$ cat src/rtl/dmwbc_pkg.sv
// Shared types and constants of the direct-mapped write-back cache tag core.
package dmwbc_pkg;

    localparam int ENTRIES      = 16;
    localparam int CLUSTER_BITS = 16;
    localparam int IDX_W        = $clog2(ENTRIES);
    localparam int TAG_W        = CLUSTER_BITS;

    localparam logic [1:0] KIND_READ  = 2'd0;
    localparam logic [1:0] KIND_WRITE = 2'd1;
    localparam logic [1:0] KIND_FLUSH = 2'd2;

    typedef struct packed {
        logic [1:0]  kind;
        logic [31:0] cluster;
    } t_in_beat;

    typedef struct packed {
        logic [3:0]  entry_index;
        logic        hit;
        logic        write_back;
        logic [15:0] victim_cluster;
        logic        fill;
        logic        error;
        logic        last;
    } t_out_beat;

    typedef struct packed {
        logic accept;
        logic load_err;
        logic lookup;
        logic flush_cap;
        logic emit;
        logic flush_next;
    } t_cmd;

    typedef struct packed {
        logic in_flush;
        logic in_access;
        logic in_range;
        logic out_free;
        logic cnt_last;
    } t_stat;

endpackage

$ cat src/rtl/direct_mapped_writeback_cache_tags_core.sv
// Top level of the direct-mapped write-back cache tag and status core.
//
//  channel | direction | handshake           | beat
//  --------+-----------+---------------------+----------------------
//  in      | input     | i_in_valid/o_in_stall | t_in_beat (kind, cluster)
//  out     | output    | o_out_valid/i_out_stall | t_out_beat (one result)
//
// Read/write: accept, tag RAM lookup, then load output register.
// Out-of-range cluster: accept and load the error result, then emit. Flush:
// capture and emit per entry, paced by the single registered tag RAM read port.
// One item in flight; the next beat is taken while the last result waits.
// Reset (synchronous, active low) clears valid/dirty bits and the output valid.
// A stalled output holds the pending result; the walk or the emit waits on it.
module direct_mapped_writeback_cache_tags_core (
    input  logic                 i_clk,
    input  logic                 i_rst_n,
    input  logic                 i_in_valid,
    output logic                 o_in_stall,
    input  dmwbc_pkg::t_in_beat  i_in_beat,
    output logic                 o_out_valid,
    input  logic                 i_out_stall,
    output dmwbc_pkg::t_out_beat o_out_beat
);

    import dmwbc_pkg::*;

    t_cmd  cmd;
    t_stat stat;

    dmwbc_ctrl u_ctrl (
        .i_clk      (i_clk),
        .i_rst_n    (i_rst_n),
        .i_in_valid (i_in_valid),
        .o_in_stall (o_in_stall),
        .i_stat     (stat),
        .o_cmd      (cmd)
    );

    dmwbc_dp u_dp (
        .i_clk       (i_clk),
        .i_rst_n     (i_rst_n),
        .i_in_beat   (i_in_beat),
        .i_cmd       (cmd),
        .o_stat      (stat),
        .o_out_valid (o_out_valid),
        .i_out_stall (i_out_stall),
        .o_out_beat  (o_out_beat)
    );

    a_emit_free: assert property (@(posedge i_clk) disable iff (!i_rst_n)
        cmd.emit |-> stat.out_free)
        else $error("result loaded over a pending beat");

    a_rose_emit: assert property (@(posedge i_clk) disable iff (!i_rst_n)
        $rose(o_out_valid) |-> $past(cmd.emit))
        else $error("output valid without a load");

    a_nonlast_flush: assert property (@(posedge i_clk) disable iff (!i_rst_n)
        (o_out_valid && !o_out_beat.last) |->
            (!o_out_beat.hit && !o_out_beat.fill && !o_out_beat.error))
        else $error("non-final beat is not a flush result");

    a_error_beat: assert property (@(posedge i_clk) disable iff (!i_rst_n)
        (o_out_valid && o_out_beat.error) |->
            (o_out_beat.last && !o_out_beat.write_back && !o_out_beat.fill))
        else $error("error beat carries access results");

endmodule

$ cat src/rtl/dmwbc_ram.sv
// Generic single-write, single-read RAM with registered read data.
module dmwbc_ram #(
    parameter int WIDTH = 16,
    parameter int DEPTH = 16
) (
    input  logic                     i_clk,
    input  logic                     i_we,
    input  logic [$clog2(DEPTH)-1:0] i_waddr,
    input  logic [WIDTH-1:0]         i_wdata,
    input  logic [$clog2(DEPTH)-1:0] i_raddr,
    output logic [WIDTH-1:0]         o_rdata
);

    logic [WIDTH-1:0] r_mem [DEPTH];
    logic [WIDTH-1:0] r_rdata;

    always_ff @(posedge i_clk) begin
        if (i_we) begin
            r_mem[i_waddr] <= i_wdata;
        end
        r_rdata <= r_mem[i_raddr];
    end

    assign o_rdata = r_rdata;

endmodule

$ cat src/rtl/dmwbc_ctrl.sv
// Controller state machine: sequences lookups, flush walk and result hand-off.
module dmwbc_ctrl (
    input  logic           i_clk,
    input  logic           i_rst_n,
    input  logic           i_in_valid,
    output logic           o_in_stall,
    input  dmwbc_pkg::t_stat i_stat,
    output dmwbc_pkg::t_cmd  o_cmd
);

    import dmwbc_pkg::*;

    typedef enum logic [4:0] {
        S_IDLE       = 5'b00001,
        S_READ       = 5'b00010,
        S_EMIT       = 5'b00100,
        S_FLUSH_READ = 5'b01000,
        S_FLUSH_EMIT = 5'b10000
    } t_state;

    t_state r_state;
    t_state n_state;
    t_cmd   cmd;

    always_ff @(posedge i_clk) begin
        if (!i_rst_n) begin
            r_state <= S_IDLE;
        end else begin
            r_state <= n_state;
        end
    end

    always_comb begin
        n_state = r_state;
        cmd     = '0;
        unique case (r_state)
            S_IDLE: begin
                if (i_in_valid) begin
                    cmd.accept = 1'b1;
                    if (i_stat.in_flush) begin
                        n_state = S_FLUSH_READ;
                    end else if (i_stat.in_access) begin
                        if (i_stat.in_range) begin
                            n_state = S_READ;
                        end else begin
                            cmd.load_err = 1'b1;
                            n_state      = S_EMIT;
                        end
                    end
                end
            end
            S_READ: begin
                cmd.lookup = 1'b1;
                n_state    = S_EMIT;
            end
            S_EMIT: begin
                if (i_stat.out_free) begin
                    cmd.emit = 1'b1;
                    n_state  = S_IDLE;
                end
            end
            S_FLUSH_READ: begin
                cmd.flush_cap = 1'b1;
                n_state       = S_FLUSH_EMIT;
            end
            S_FLUSH_EMIT: begin
                if (i_stat.out_free) begin
                    cmd.emit = 1'b1;
                    if (i_stat.cnt_last) begin
                        n_state = S_IDLE;
                    end else begin
                        cmd.flush_next = 1'b1;
                        n_state        = S_FLUSH_READ;
                    end
                end
            end
            default: begin
                n_state = S_IDLE;
            end
        endcase
    end

    assign o_cmd      = cmd;
    assign o_in_stall = (r_state != S_IDLE);

endmodule

$ cat src/rtl/dmwbc_dp.sv
// Datapath: tag RAM, valid/dirty bits, flush counter, result and output registers.
module dmwbc_dp (
    input  logic                 i_clk,
    input  logic                 i_rst_n,
    input  dmwbc_pkg::t_in_beat  i_in_beat,
    input  dmwbc_pkg::t_cmd      i_cmd,
    output dmwbc_pkg::t_stat     o_stat,
    output logic                 o_out_valid,
    input  logic                 i_out_stall,
    output dmwbc_pkg::t_out_beat o_out_beat
);

    import dmwbc_pkg::*;

    logic [TAG_W-1:0]   r_cluster;
    logic               r_is_write;
    logic [IDX_W-1:0]   r_cnt;
    logic [ENTRIES-1:0] r_valid;
    logic [ENTRIES-1:0] r_dirty;
    t_out_beat          r_res;
    t_out_beat          r_out;
    logic               r_out_valid;

    logic [IDX_W-1:0] in_idx;
    logic [IDX_W-1:0] acc_idx;
    logic [IDX_W-1:0] rd_addr;
    logic [TAG_W-1:0] tag_rd;
    logic             hit;
    logic             wb_acc;
    logic             wb_fl;
    logic             tag_we;
    t_stat            stat;

    assign in_idx  = i_in_beat.cluster[IDX_W-1:0];
    assign acc_idx = r_cluster[IDX_W-1:0];

    assign stat.in_flush  = (i_in_beat.kind == KIND_FLUSH);
    assign stat.in_access = (i_in_beat.kind == KIND_READ) || (i_in_beat.kind == KIND_WRITE);
    assign stat.in_range  = ((i_in_beat.cluster >> CLUSTER_BITS) == '0);
    assign stat.out_free  = !r_out_valid || !i_out_stall;
    assign stat.cnt_last  = (r_cnt == IDX_W'(ENTRIES - 1));
    assign o_stat         = stat;

    // flush reads the next entry while the current beat waits
    assign rd_addr = i_cmd.accept ? (stat.in_flush ? '0 : in_idx) : r_cnt + IDX_W'(1);

    assign hit    = r_valid[acc_idx] && (tag_rd == r_cluster);
    assign wb_acc = !hit && r_dirty[acc_idx];
    assign wb_fl  = r_dirty[r_cnt];
    assign tag_we = i_cmd.lookup && !hit;

    dmwbc_ram #(
        .WIDTH (TAG_W),
        .DEPTH (ENTRIES)
    ) u_tag_ram (
        .i_clk   (i_clk),
        .i_we    (tag_we),
        .i_waddr (acc_idx),
        .i_wdata (r_cluster),
        .i_raddr (rd_addr),
        .o_rdata (tag_rd)
    );

    always_ff @(posedge i_clk) begin
        if (i_cmd.accept) begin
            r_cluster  <= i_in_beat.cluster[TAG_W-1:0];
            r_is_write <= (i_in_beat.kind == KIND_WRITE);
            if (stat.in_flush) begin
                r_cnt <= '0;
            end
        end else if (i_cmd.flush_next) begin
            r_cnt <= r_cnt + IDX_W'(1);
        end

        if (i_cmd.load_err) begin
            r_res.entry_index    <= '0;
            r_res.hit            <= 1'b0;
            r_res.write_back     <= 1'b0;
            r_res.victim_cluster <= '0;
            r_res.fill           <= 1'b0;
            r_res.error          <= 1'b1;
            r_res.last           <= 1'b1;
        end else if (i_cmd.lookup) begin
            r_res.entry_index    <= 4'(acc_idx);
            r_res.hit            <= hit;
            r_res.write_back     <= wb_acc;
            r_res.victim_cluster <= wb_acc ? 16'(tag_rd) : '0;
            r_res.fill           <= !hit;
            r_res.error          <= 1'b0;
            r_res.last           <= 1'b1;
        end else if (i_cmd.flush_cap) begin
            r_res.entry_index    <= 4'(r_cnt);
            r_res.hit            <= 1'b0;
            r_res.write_back     <= wb_fl;
            r_res.victim_cluster <= wb_fl ? 16'(tag_rd) : '0;
            r_res.fill           <= 1'b0;
            r_res.error          <= 1'b0;
            r_res.last           <= stat.cnt_last;
        end

        if (i_cmd.emit) begin
            r_out <= r_res;
        end
    end

    always_ff @(posedge i_clk) begin
        if (!i_rst_n) begin
            r_valid     <= '0;
            r_dirty     <= '0;
            r_out_valid <= 1'b0;
        end else begin
            if (i_cmd.lookup) begin
                r_valid[acc_idx] <= 1'b1;
                r_dirty[acc_idx] <= r_is_write || (hit && r_dirty[acc_idx]);
            end else if (i_cmd.flush_cap) begin
                r_valid[r_cnt] <= 1'b0;
                r_dirty[r_cnt] <= 1'b0;
            end

            if (i_cmd.emit) begin
                r_out_valid <= 1'b1;
            end else if (!i_out_stall) begin
                r_out_valid <= 1'b0;
            end
        end
    end

    assign o_out_valid = r_out_valid;
    assign o_out_beat  = r_out;

endmodule

$ cat config.mk
export PLATFORM = sky130hd
export DESIGN_NAME = direct_mapped_writeback_cache_tags_core
export DESIGN_NICKNAME = d
export VERILOG_FILES = /design/src/rtl/dmwbc_pkg.sv /design/src/rtl/direct_mapped_writeback_cache_tags_core.sv /design/src/rtl/dmwbc_ram.sv /design/src/rtl/dmwbc_ctrl.sv /design/src/rtl/dmwbc_dp.sv
export SDC_FILE = /design/constraint.sdc
export NUM_CORES = 1
export LEC_CHECK = 0
export ABC_AREA = 1
export BUFFER_PORTS_ARGS = -buffer_cell sky130_fd_sc_hd__buf_2
export CAP_MARGIN = 0
export CORE_ASPECT_RATIO = 0.9
export CORE_MARGIN = 8
export CORE_UTILIZATION = 35
export DETAILED_ROUTE_END_ITERATION = 10
export HOLD_SLACK_MARGIN = 0.05
export PLACE_DENSITY_LB_ADDON = 0.2
export SETUP_SLACK_MARGIN = 0.2
export SYNTH_ARGS = -nofsm -noshare
export SYNTH_HDL_FRONTEND = slang
export SYNTH_SLANG_ARGS = --single-unit
$ cat constraint.sdc
create_clock -name i_clk -period 8.95 [get_ports i_clk]
set_clock_uncertainty 0.2 [all_clocks]
set_input_delay 0.895 -clock i_clk [delete_from_list [all_inputs] [get_ports i_clk]]
set_output_delay 0.895 -clock i_clk [all_outputs]
set_load 0.01 [all_outputs]
* After elaboration in Yosys (flattened, before gate mapping) *
Memories as Yosys holds them, arrays and structs flattened. A register that Yosys moved wholly into a read port is not among the register bits.
Cells that the tools add are included.

storage, ports and cells
  bits in registers = 109
  word-level logic and storage cells = 114
  memories kept = 1
  bits of input ports = 38
  bits in writable memories = 256

cells by class
  add/sub/neg operators = 1
  bitwise operators = 4
  muxes and demuxes = 48
  reductions and logical operators = 19
  eq/ne operators = 16
  order comparisons = 4

memory list
  memory                words  width  rd ports  clocked after Yosys merged registers in  write ports  line             source
  u_dp.u_tag_ram.r_mem  16     16     1         1                                        1            dmwbc_ram.sv:14  logic [WIDTH-1:0] r_mem [DEPTH];

operators with widths
  kind                count
  $mux 16             6
  $mux 25             2
  $and 16x16->16      2
  $logic_not 32->1    1
  $mux 5              5
  $pmux 5 s5          1
  $mux 4              6
  $mux 1              17
  $bwmux 16           1
  $eq 16x16->1        1
  $not 16->16         1
  $or 16x16->16       1
  $bmux 1 s4          3
  $lt 4x5->1 const B  2
  $demux 1 s4         2
  $ge 4x1->1 const B  2
  $ne 2x2->1 const B  4
  $logic_and 1x1->1   6
  $mux 2              3
  $eq 5x1->1 const B  1
  $eq 5x2->1 const B  1
  $eq 5x3->1 const B  1
  $eq 5x4->1 const B  1
  $eq 5x5->1 const B  1
  other kinds (16)    21

* Logic depth before layout (Yosys ltp) *
Gate-level depths: netlist of run 1.

  depth in word-level cells = 8
  depth in mapped cells = 16

* Cells and area by module *
From an unflattened synthesis of run 1, not the netlist that was laid out.

second synthesis, totals
  cells, all modules = 1770
  area, all modules = 16867.4 µm²

by module, submodules not included
  module      area an instance (µm²)  instances  cells each  sequential area each (µm²)
  dmwbc_ram   11380.9                 1          1074        8007.7
  dmwbc_dp    5083.6                  1          628         2542.4
  dmwbc_ctrl  402.9                   1          68          100.1

* Worst setup path before layout of run 1 *
No wires, ideal clock.

  path type = reg2reg
  start point = register u_dp.r_cluster[0]
  end point = memory u_dp.u_tag_ram.r_mem[14][0] (enable)
  library setup time = 388 ps
  slack = 6054 ps
  data required time = 8362 ps
  data arrival time = 2308 ps
  cell stages (with the launch flop) = 15
  path through = edfxtp_1 buf_6 buf_6 nand2_1 nand2_1 nand2_1 nand2_1 nand2_1 nand2_1 inv_1 nand2_1 nand2_2 buf_6 inv_2 nor2_1

between the ends
  longest elaborated chain between the ends = 7

RTL lines
  what                          line             source
  from (decl)                   dmwbc_dp.sv:15   logic [TAG_W-1:0] r_cluster;
  from (signal assigned)        dmwbc_dp.sv:66   r_cluster <= i_in_beat.cluster[TAG_W-1:0];
  $bmux 1 s4                    dmwbc_dp.sv:47   assign hit = r_valid[acc_idx] && (tag_rd == r_cluster);
  $mux 1 (not written as such)  dmwbc_dp.sv:47
  $logic_and 1x1->1             dmwbc_dp.sv:47
  $logic_not 1->1               dmwbc_dp.sv:50   assign tag_we = i_cmd.lookup && !hit;
  $logic_and 1x1->1             dmwbc_dp.sv:50
  $mux 1                        dmwbc_ram.sv:18  if (i_we) begin
  $mux 1 (not written as such)  dmwbc_ram.sv:19  r_mem[i_waddr] <= i_wdata;
  to (decl)                     dmwbc_ram.sv:14

Several ways; a longest one is shown, not always the timed one. The select of a mux whose other input is x is not followed.

* Worst setup path after layout of run 1 *
  start point = register u_dp.r_cnt[0]
  end point = register u_dp.u_tag_ram.r_rdata[11] (netlist: u_dp.u_tag_ram.o_rdata[11]), read port of u_dp.u_tag_ram.r_mem

between the ends
  longest elaborated chain between the ends = 2

RTL lines
  what                    line             source
  from (decl)             dmwbc_dp.sv:17   logic [IDX_W-1:0] r_cnt;
  from (signal assigned)  dmwbc_dp.sv:72   r_cnt <= r_cnt + IDX_W'(1);
  $add 4x1->4             dmwbc_dp.sv:45   assign rd_addr = i_cmd.accept ? (stat.in_flush ? '0 : in_idx) : r_cnt + IDX_W'(1);
  $mux 4                  dmwbc_dp.sv:45
  to (decl)               dmwbc_ram.sv:15  logic [WIDTH-1:0] r_rdata;

Every way passes these cells.
A chain may end at the register's enable or synchronous reset.

==> flow_summary_export.csv, run 1 <==
group,metric,value,unit
status,status,"complete, no violations",
pwr,vdd_drop_max,0.000149,V
clocking,post-cts-setup-buffers,0,
worst_setup_path,cp.required,9.24,ns
timing,rsz0062_at_grt,"false",
timing,hold_viol,0,
synthesis,synth_ff_type,"edfxtp_1",
global_route,grt_pass1_wl,68.2,mm
synthesis,ys_types,35,
clocking,clockBufferDepth,3,
clocking,cts_tree,"done",
clocking,cts_hold_buf,0,
worst_hold_path,min_from,"u_dp.r_res[2]",
synthesis,synth_nets,1802,
clocking,clkTransAtPathRegs,0.06,ns
global_route,grtUsageTotal,15.9,%
global_route,grt_pass1_vias,11300,
cells_and_area,nets,1866,
worst_setup_path,critical_path_class,"flip-flop to flip-flop",
pwr,p_leak,8.06,nW
synthesis,postSynthCellCount,1760,
floorplan,num_rows,76,
global_route,antenna_found_initial,1,
routing,vias,11800,
worst_setup_path,rr_endpoint,"u_dp.u_tag_ram.o_rdata[11]",
worst_setup_path,cp_data_arrival_time,4.06,ns
timing,tightest_slew,1.03,ns
floorplan,die_area,55400,µm²
worst_setup_path,worstSetupEndpointType,"flip-flop",
worst_hold_path,min_to,"u_dp.o_out_beat[2]",
cells_and_area,syn_to_final_growth,13.3,%
clocking,cts.sinks,381,
worst_setup_path,ff2ff_path_depth,11,
cells_and_area,layout_common_cells,"nand2_1 (526), edfxtp_1 (302), inv_1 (277)",
synthesis,yosysSeqAreaShare,63.3,%
timing,hold_ws,0.232,ns
timing,setup-violations-final,0,
cells_and_area,fin_util,40.0,%
routing,routed_wl,44.2,mm
floorplan,die_h,224,µm
worst_setup_path,worst-path-max-fanout,34,
clocking,cts_buffers,42,
synthesis,yosys.area.top_type_share,53.9,%
floorplan,ioPinCount,65,
placed_design,io_buffers,64,
routing,ant_nets,0,
synthesis,synth-edff-count,302,
synthesis,yosysTopAreaCell,"edfxtp_1",
floorplan,coreArea,47600,µm²
cells_and_area,n_antenna_cell,0,
flow_run,maxCapViolations,0,
routing,firstDrtPassIters,5,
cells_and_area,final_common_cell,"nand2_1",
synthesis,syn_area,16800,µm²
worst_hold_path,holdPathStages,0,
routing,drc_errors,0,
synthesis,synth-seq-cells,381,
timing,relSlewSlack,31.4,%
timing,final.period_utilization,42.0,%
synthesis,postSynthAreaPerCell,9.56,µm²
worst_hold_path,hold_class,"flip-flop to flip-flop",
synthesis,synthArstFlopShare,0,%
global_route,grt-ovfl-total,0,
worst_setup_path,critPathLaunchType,"flip-flop",
worst_setup_path,ff2ff_setup_slack,5.19,ns
timing,max_freq,266,MHz
floorplan,initial_core_util,35.3,%
timing,slew_violations,0,
floorplan,fp.dieW,247,µm
clocking,insertion_delay,0.56,ns
routing,vias_per_cell,4.77,
global_route,grt_max_degree,91,
clocking,h-tree-depth,2,
worst_setup_path,worstReg2RegStart,"u_dp.r_cnt[0]",
timing,period_needed,3.76,ns
placed_design,post-dp-hpwl,26.8,mm
placed_design,gp_congestion,0.840,
synthesis,yosys_warnings,0,
routing,drt_iter0_markers,896,
synthesis,synth.area.top_cells,"edfxtp_1 (54%), nand2_1 (12%), dfxtp_1 (9.4%)",
clocking,cts_resized,0,
pwr,pwr_density_cell,254,nW/µm²
cells_and_area,drive_above_1_share,10.7,%
routing,wl_per_cell,17.8,µm
clocking,cts-root-buf,"clkbuf_16",
timing,fin_setup_tns,0,ns
-- cell families (layout without fill, tap and decap cells) --
family	Yosys count	in the layout	share of synthesized area (%)
compound gates	106	106	3.53
xor+xnor	17	17	0.885
fa+ha+maj	4	4	0.297
buf+inv	358	455	9.56
flops	381	381	63.3
simple gates	894	894	22.4
-- worst max-delay path, stage by stage (launching register included) --
cell and delay [ns]:
edfxtp_1 0.72, clkinv_1 0.48, ha_1 0.46, inv_1 0.04
nand2_1 0.09, nand2_2 0.12, inv_2 0.53, buf_4 0.53
nand3_1 0.13, nand3_1 0.12, nand3_1 0.09, nand2_1 0.12
-- cell usage after synthesis (7+ instances only) --
| master | instances |
|---|---|
| nand4_1 | 18 |
| buf_2 | 20 |
| o21ai_0 | 36 |
| nand2_2 | 7 |
| o22ai_1 | 18 |
| dfxtp_1 | 79 |
| inv_1 | 277 |
| xnor2_1 | 15 |
| edfxtp_1 | 302 |
| a21oi_1 | 43 |
| nor2_1 | 97 |
| buf_6 | 29 |
| nand3_1 | 232 |
| clkbuf_1 | 16 |
| nand2_1 | 527 |
-- state kept, by name (all words and copies together) (netlist names) --
name and cells:
u_dp.u_tag_ram.r_mem 256, u_dp.o_out_beat 25, u_dp.r_res 25, u_dp.r_cluster 16, u_dp.r_dirty 16, u_dp.r_valid 16, u_dp.u_tag_ram.o_rdata 16, u_ctrl.r_state 5
u_dp.r_cnt 4, u_dp.o_out_valid 1, u_dp.r_is_write 1
-- report_power, final --
group / internal, W / total, W / switching, W
logic: 0.000272 / 0.000911 / 0.000639
clock network: 0.00105 / 0.00174 / 0.000693
registers: 0.00204 / 0.00218 / 0.000149
-- layer usage --
| metal | vias up | wire length, µm | track usage, % |
|---|---|---|---|
| li1 | 5834 | - | - |
| met1 | 5593 | 20900 | 22.8 |
| met2 | 334 | 19700 | 24.8 |
| met3 | 76 | 2580 | 2.39 |
| met4 | 0 | 1000 | 4.63 |
| met5 | - | 0 | 0 |
-- how the worst max path moves through the flow --
| stage | start | endpoint | slack [ns] | cells past startpoint |
|---|---|---|---|---|
| floorplan | u_dp.r_cluster[0] | u_dp.u_tag_ram.r_mem[14][0] | 6.05 | 14 |
| global placement | i_in_valid | u_dp.u_tag_ram.o_rdata[4] | 4.80 | 11 |
| detailed placement | i_in_valid | u_dp.u_tag_ram.o_rdata[4] | 4.76 | 11 |
| CTS | u_dp.r_cnt[0] | u_dp.u_tag_ram.o_rdata[11] | 5.22 | 11 |
| global route | u_dp.r_cnt[0] | u_dp.u_tag_ram.o_rdata[12] | 4.90 | 11 |
| finish | u_dp.r_cnt[0] | u_dp.u_tag_ram.o_rdata[11] | 5.19 | 11 |
-- layout make-up --
class	instances	area, µm²
Multi-Input combinational cell	1021	4630
Clock inverter	21	240
Timing Repair Buffer	95	553
Clock buffer	56	1140
Fill cell	4650	28600
Sequential cell	381	10700
Tap cell	624	781
Inverter	283	1060
-- metrics by stage --
stage / worst slack (ns) / instances / cell area [µm²] / total power, W
2_1_floorplan: 6.05 / 1760 / 16800 / 0.00285
3_3_place_gp: 4.80 / 2404 / 17700 / 0.00314
3_5_place_dp: 4.76 / 2404 / 17700 / 0.00315
4_1_cts: 5.22 / 2481 / 19100 / 0.00490
5_1_grt: 4.90 / 2481 / 19100 / 0.00507
6_report: 5.19 / 2481 / 19100 / 0.00483
(Power assumes the default switching activity.)
==> run 2: changes to the inputs <==
clock period = 3.8 ns   (was 8.95 ns; I/O delays follow)
==> run 2 against run 1 <==
Power increased by 140%. Clock power increased by 130%. First-iteration DRC count grew 4.6%. Count of clock-buffer cells in the layout increased by 8. Sequential power grew 140%. Non-clock buffer count up 39. Final cell count increased by 1.7%. Flip-flop and latch count is the same. Core utilization up 0.86 points. Die area did not move.
==> flow_summary_export.csv, run 2 (synthesized netlist as in run 1, its figures left out) <==
group,metric,value,unit
pwr,p_leak,8.26,nW
timing,final.period_utilization,90.3,%
timing,slew_violations,0,
timing,max_freq,291,MHz
clocking,cts_buffers,43,
worst_setup_path,rr_endpoint,"u_ctrl.r_state[0]",
clocking,cts-root-buf,"clkbuf_16",
cells_and_area,nets,1906,
cells_and_area,final_common_cell,"nand2_1",
routing,drt_iter0_markers,937,
pwr,power_switching,0.00356,W
worst_setup_path,ff2ff_path_depth,8,
worst_setup_path,crit_buf_inv,6,
worst_hold_path,min_from,"i_in_beat[32]",
pwr,p_seq_share,44.9,%
placed_design,io_buffers,64,
worst_setup_path,startpoint,"i_in_beat[16]",
placed_design,post-dp-hpwl,27.8,mm
routing,vias_per_cell,4.75,
floorplan,die_h,224,µm
pwr,swShare,31.0,%
clocking,h-tree-depth,2,
worst_setup_path,cp_data_arrival_time,3.71,ns
clocking,clockBufferDepth,3,
routing,vias,12000,
timing,relSlewSlack,38.5,%
worst_hold_path,hold_class,"primary input to flip-flop",
cells_and_area,largest_register_ffs,256,
worst_setup_path,crit_slowest_cell,"dlygate4sd3_1",
worst_setup_path,ff2ff_setup_slack,0.64,ns
pwr,pwr_density_cell,589,nW/µm²
worst_setup_path,crit_top_cell,"dlygate4sd3_1",
worst_setup_path,cp.required,4.08,ns
floorplan,fp.dieW,247,µm
floorplan,ioPinCount,65,
global_route,grt-ovfl-total,0,
cells_and_area,layout_common_cells,"nand2_1 (526), edfxtp_1 (302), inv_1 (277)",
global_route,grtUsageTotal,16.6,%
pwr,vdd_drop_max,0.000431,V
routing,firstDrtPassIters,5,
placed_design,gp_congestion,0.893,
worst_setup_path,cp_cell_sequence,"dlygate4sd3_1, buf_2, nor2_1, dlygate4sd3_1, nand2_1, dlygate4sd3_1, nor2_2, dlygate4sd3_1, nand3_1, dlygate4sd3_1, nor3_1",
worst_setup_path,critPathLaunchType,"primary input",
worst_setup_path,cpLargestDelayFamily,"buffers and inverters",
status,status,"complete, no violations",
worst_hold_path,holdPathStages,4,
worst_setup_path,slowest_delay,0.57,ns
worst_setup_path,worstReg2RegStart,"u_ctrl.r_state[1]",
global_route,grt_pass1_vias,11800,
timing,fin_setup_tns,0,ns
clocking,cts.sinks,381,
worst_setup_path,worst-path-max-fanout,2,
timing,hold_viol,0,
floorplan,die_area,55400,µm²
routing,ant_nets,0,
pwr,p_int,0.00791,W
worst_setup_path,worstSetupEndpointType,"flip-flop",
pwr,power,0.0115,W
pwr,clkPwrFrac,35.6,%
flow_run,maxCapViolations,0,
cells_and_area,drive_above_1_share,11.1,%
cells_and_area,syn_to_final_growth,15.7,%
timing,rsz0062_at_grt,"false",
global_route,grt_pass1_wl,70.7,mm
timing,tightest_slew,0.922,ns
clocking,post-cts-setup-buffers,0,
global_route,grt_max_degree,65,
routing,drc_errors,0,
clocking,insertion_delay,0.57,ns
timing,period_needed,3.43,ns
cells_and_area,regMostFlops,"u_dp.u_tag_ram.r_mem",
floorplan,num_rows,76,
cells_and_area,fillCellCount,4653,
floorplan,initial_core_util,35.3,%
pwr,comb_power_share,19.6,%
global_route,antenna_found_initial,0,
worst_setup_path,critical_path_class,"primary input to flip-flop",
floorplan,coreArea,47600,µm²
timing,setup-violations-final,0,
clocking,clkTransAtPathRegs,0.06,ns
worst_hold_path,min_to,"u_ctrl.r_state[3]",
routing,routed_wl,45.9,mm
clocking,cts_tree,"done",
cells_and_area,n_antenna_cell,0,
routing,wl_per_cell,18.2,µm
[run 2: power groups by stage]
stage	clock network (W)	logic, W	registers, W
floorplan	0	0.00165	0.00506
global placement	0	0.00222	0.00524
detailed placement	0	0.00222	0.00524
CTS	0.00417	0.00225	0.00515
global route	0.00433	0.00252	0.00517
finish	0.00408	0.00225	0.00514
[run 2: repair_timing]
item | 4_1_cts | 5_1_grt
resized for setup | 0 | 2
setup endpoints to repair | 0 | 2
hold buffers | 27 | 0
endpoints found under the hold margin | 32 | 0
[run 2: final cells by class]
cell class / count / area (µm²) / share of cell area [%]
inverter: 283 / 1060 / 5.46
timing repair buffer: 134 / 951 / 4.88
clock inverter: 15 / 140 / 0.720
multi-input combinational: 1021 / 4640 / 23.8
tap: 624 / 781 / 4.01
sequential: 381 / 10700 / 54.7
clock buffer: 64 / 1250 / 6.41
[run 2: worst register-to-register path, cell delays in order, from the launching register on]
cell and delay, ns:
dfxtp_1 0.34, inv_1 0.13, nor2_1 0.05, nand3_1 0.49
nand2_1 0.15, inv_1 0.67, nand2_1 0.13, o311ai_0 0.35
dlygate4sd3_1 0.59
[run 2: per-layer routing]
layer | wire length, µm | track usage (%) | part of all wire, %
met3 | 2940 | 3.44 | 6.4
met5 | 0 | 0 | 0
met2 | 20600 | 25.9 | 45
met4 | 1070 | 4.29 | 2.3
met1 | 21400 | 23.3 | 47
[run 2: metrics by stage]
step	hold slack (ns)	cell area (µm²)	util [%]	worst slack, ns	std cells
after CTS	0.0762	19500	40.9	0.410	2522
after floorplan	0.209	16800	-	0.904	1760
after global routing	0.149	19500	40.9	0.213	2522
after global placement	0.217	17800	37.4	0.858	2416
final	0.123	19500	40.9	0.369	2522
after detailed placement	0.216	17800	37.4	0.782	2416
[run 2: how the worst max path moves through the flow]
stage                                        endpoint  slack [ns]  cells past startpoint
after floorplan           u_dp.u_tag_ram.r_mem[14][0]        0.90                     14
after global placement      u_dp.u_tag_ram.o_rdata[8]        0.86                     10
after detailed placement   u_dp.u_tag_ram.o_rdata[14]        0.78                     10
after CTS                           u_ctrl.r_state[1]        0.41                     11
after global routing                u_ctrl.r_state[1]        0.21                     11
final                               u_ctrl.r_state[1]        0.37                     11
==> run 3: changes to the inputs <==
CTS_BUF_LIST = sky130_fd_sc_hd__clkbuf_8   (was default)
PLACE_DENSITY = 0.51   (was default)
PLACE_DENSITY_LB_ADDON = default   (was 0.2)
RECOVER_POWER = 50   (was default)
==> run 3 against run 2 <==
Cell area shrank 0.56%. Worst hold slack gained 0.023 ns. Combinational power grew 7%. Sequential power is essentially flat. Count of clock-buffer cells in the layout grew 15. Non-clock buffer count grew 6. Clock power shrank 10%.
==> flow_summary_export.csv, run 3 (synthesized netlist as in run 1, its figures left out) <==
group,metric,value,unit
routing,drc_errors,0,
worst_setup_path,rr_endpoint,"u_dp.u_tag_ram.r_mem[11][15]",
timing,slew_violations,0,
routing,firstDrtPassIters,5,
worst_setup_path,cp_cell_sequence,"dlygate4sd3_1, buf_2, nor2_1, dlygate4sd3_1, nand2_1, dlygate4sd3_1, nor2_1, dlygate4sd3_1, nand3_1, dlygate4sd3_1, nor3_1",
cells_and_area,syn_to_final_growth,15.1,%
cells_and_area,largest_register_ffs,256,
cells_and_area,layout_common_cells,"nand2_1 (526), inv_1 (309), edfxtp_1 (302)",
floorplan,coreArea,47600,µm²
floorplan,die_area,55400,µm²
clocking,h-tree-depth,3,
cells_and_area,n_antenna_cell,0,
routing,wl_per_cell,18.5,µm
floorplan,die_h,224,µm
worst_hold_path,hold_class,"primary input to flip-flop",
floorplan,initial_core_util,35.3,%
clocking,cts.sinks,381,
worst_setup_path,worstReg2RegStart,"u_dp.r_cluster[1]",
global_route,grtUsageTotal,17.2,%
worst_setup_path,cp_data_arrival_time,3.73,ns
cells_and_area,final_common_cell,"nand2_1",
cells_and_area,stdcell_count,2575,
worst_setup_path,cp.required,4.12,ns
timing,period_needed,3.41,ns
worst_setup_path,crit_slowest_cell,"dlygate4sd3_1",
worst_setup_path,crit_buf_inv,6,
placed_design,numPlacedInstances,2421,
timing,hold_viol,0,
global_route,antenna_found_initial,1,
worst_setup_path,slowest_delay,0.57,ns
timing,tightest_slew,1.34,ns
global_route,grt-ovfl-total,0,
worst_setup_path,ff2ff_setup_slack,0.64,ns
placed_design,placed_area,17900,µm²
floorplan,num_rows,76,
placed_design,gp_congestion,0.872,
flow_run,maxCapViolations,0,
global_route,grt_pass1_wl,73.3,mm
pwr,p_leak,8.26,nW
worst_setup_path,crit_top_cell,"dlygate4sd3_1",
status,status,"complete, no violations",
worst_setup_path,ff2ff_path_depth,10,
timing,hold_ws,0.146,ns
pwr,vdd_drop_max,0.000407,V
timing,relSlewSlack,10.3,%
timing,final.period_utilization,89.8,%
cells_and_area,drive_above_1_share,9.84,%
worst_hold_path,min_to,"u_ctrl.r_state[2]",
clocking,cts_tree,"done",
floorplan,fp.dieW,247,µm
cells_and_area,fillCellCount,4747,
placed_design,post-place-ws,0.687,ns
timing,setup_slack,0.386,ns
clocking,cts-root-buf,"clkbuf_8",
cells_and_area,final_cell_area,19400,µm²
worst_setup_path,worstSetupEndpointType,"flip-flop",
worst_setup_path,critPathLaunchType,"primary input",
routing,ant_nets,0,
worst_setup_path,worst-path-max-fanout,2,
placed_design,io_buffers,64,
worst_setup_path,cpLargestDelayFamily,"buffers and inverters",
pwr,pwr_density_cell,578,nW/µm²
timing,setup-violations-final,0,
clocking,cts_buffers,69,
timing,max_freq,293,MHz
cells_and_area,regMostFlops,"u_dp.u_tag_ram.r_mem",
worst_setup_path,critical_path_class,"primary input to flip-flop",
worst_hold_path,min_from,"i_in_beat[24]",
worst_hold_path,holdPathStages,7,
routing,vias,12500,
clocking,clockBufferDepth,3,
floorplan,ioPinCount,65,
clocking,post-cts-setup-buffers,0,
routing,routed_wl,47.6,mm
global_route,grt_pass1_vias,12200,
clocking,clkTransAtPathRegs,0.06,ns
routing,vias_per_cell,4.86,
cells_and_area,nets,1938,
global_route,grt_max_degree,65,
timing,fin_setup_tns,0,ns
placed_design,post-dp-hpwl,30.1,mm
timing,rsz0062_at_grt,"false",
routing,drt_iter0_markers,1191,
clocking,insertion_delay,0.60,ns
[run 3: changes by cell type in the layout (fill, tap and decap cells not counted), moves of 2 or more]
cell / previous run / this run
clkbuf_16: 46 / 0
clkbuf_8: 3 / 79
buf_2: 64 / 33
inv_1: 277 / 309
clkinv_1: 4 / 6
buf_12: 3 / 7
clkinvlp_4: 0 / 3
buf_4: 40 / 26
nor2_1: 79 / 83
clkbuf_1: 15 / 46
nor2_2: 21 / 18
clkinv_2: 8 / 5
[run 3: layer usage]
| layer | track usage [%] | part of all wire (%) | vias to the layer above |
|---|---|---|---|
| met5 | 0 | 0 | - |
| li1 | - | - | 5994 |
| met2 | 25.8 | 43 | 396 |
| met4 | 4.84 | 1.8 | 0 |
| met3 | 2.81 | 6.4 | 74 |
| met1 | 25.3 | 48 | 6042 |
[run 3: worst max-delay path by stage]
| stage | cells past startpoint | endpoint | from | slack, ns |
|---|---|---|---|---|
| detailed placement | 10 | u_dp.u_tag_ram.r_mem[11][10] | u_dp.r_cluster[1] | 0.69 |
| CTS | 11 | u_ctrl.r_state[1] | i_in_beat[16] | 0.48 |
| floorplan | 14 | u_dp.u_tag_ram.r_mem[14][0] | u_dp.r_cluster[0] | 0.90 |
| finish | 11 | u_ctrl.r_state[1] | i_in_beat[16] | 0.39 |
| global placement | 10 | u_dp.u_tag_ram.r_mem[11][10] | u_dp.r_cluster[1] | 0.67 |
| global route | 11 | u_ctrl.r_state[1] | i_in_beat[16] | 0.21 |
[run 3: power breakdown]
group	leakage (nW)	switching, W	internal (W)	total (W)
clock	0.785	0.00170	0.00197	0.00366
sequential	3.38	0.000319	0.00480	0.00512
combinational	4.09	0.00169	0.000715	0.00241
total	8.26	0.00371	0.00748	0.0112
[run 3: cell type report]
type / instances / area [µm²] / area share [%]
clock inverter: 47 / 225 / 1.16
timing repair buffer: 140 / 953 / 4.92
tap: 624 / 781 / 4.03
sequential: 381 / 10700 / 55.0
clock buffer: 79 / 1090 / 5.62
inverter: 283 / 1060 / 5.49
multi-input combinational: 1021 / 4600 / 23.8
[run 3: tightest hold or removal path: cells and delay by family]
kind	cells	cell delay, ns
buffers and inverters	1	0.08
AOI/OAI and AO/OA	2	0.23
and+or+nand+nor	4	0.20
[run 3: timing repair]
action / CTS / global route
resized for setup: 0 / 0
hold buffers: 28 / 0
endpoints found under the hold margin: 43 / 0
[run 3: metrics by stage]
| step | util (%) | total power, W |
|---|---|---|
| floorplan | - | 0.00671 |
| global placement | 37.6 | 0.00760 |
| detailed placement | 37.6 | 0.00762 |
| CTS | 40.9 | 0.0113 |
| global route | 40.6 | 0.0118 |
| finish | 40.6 | 0.0112 |
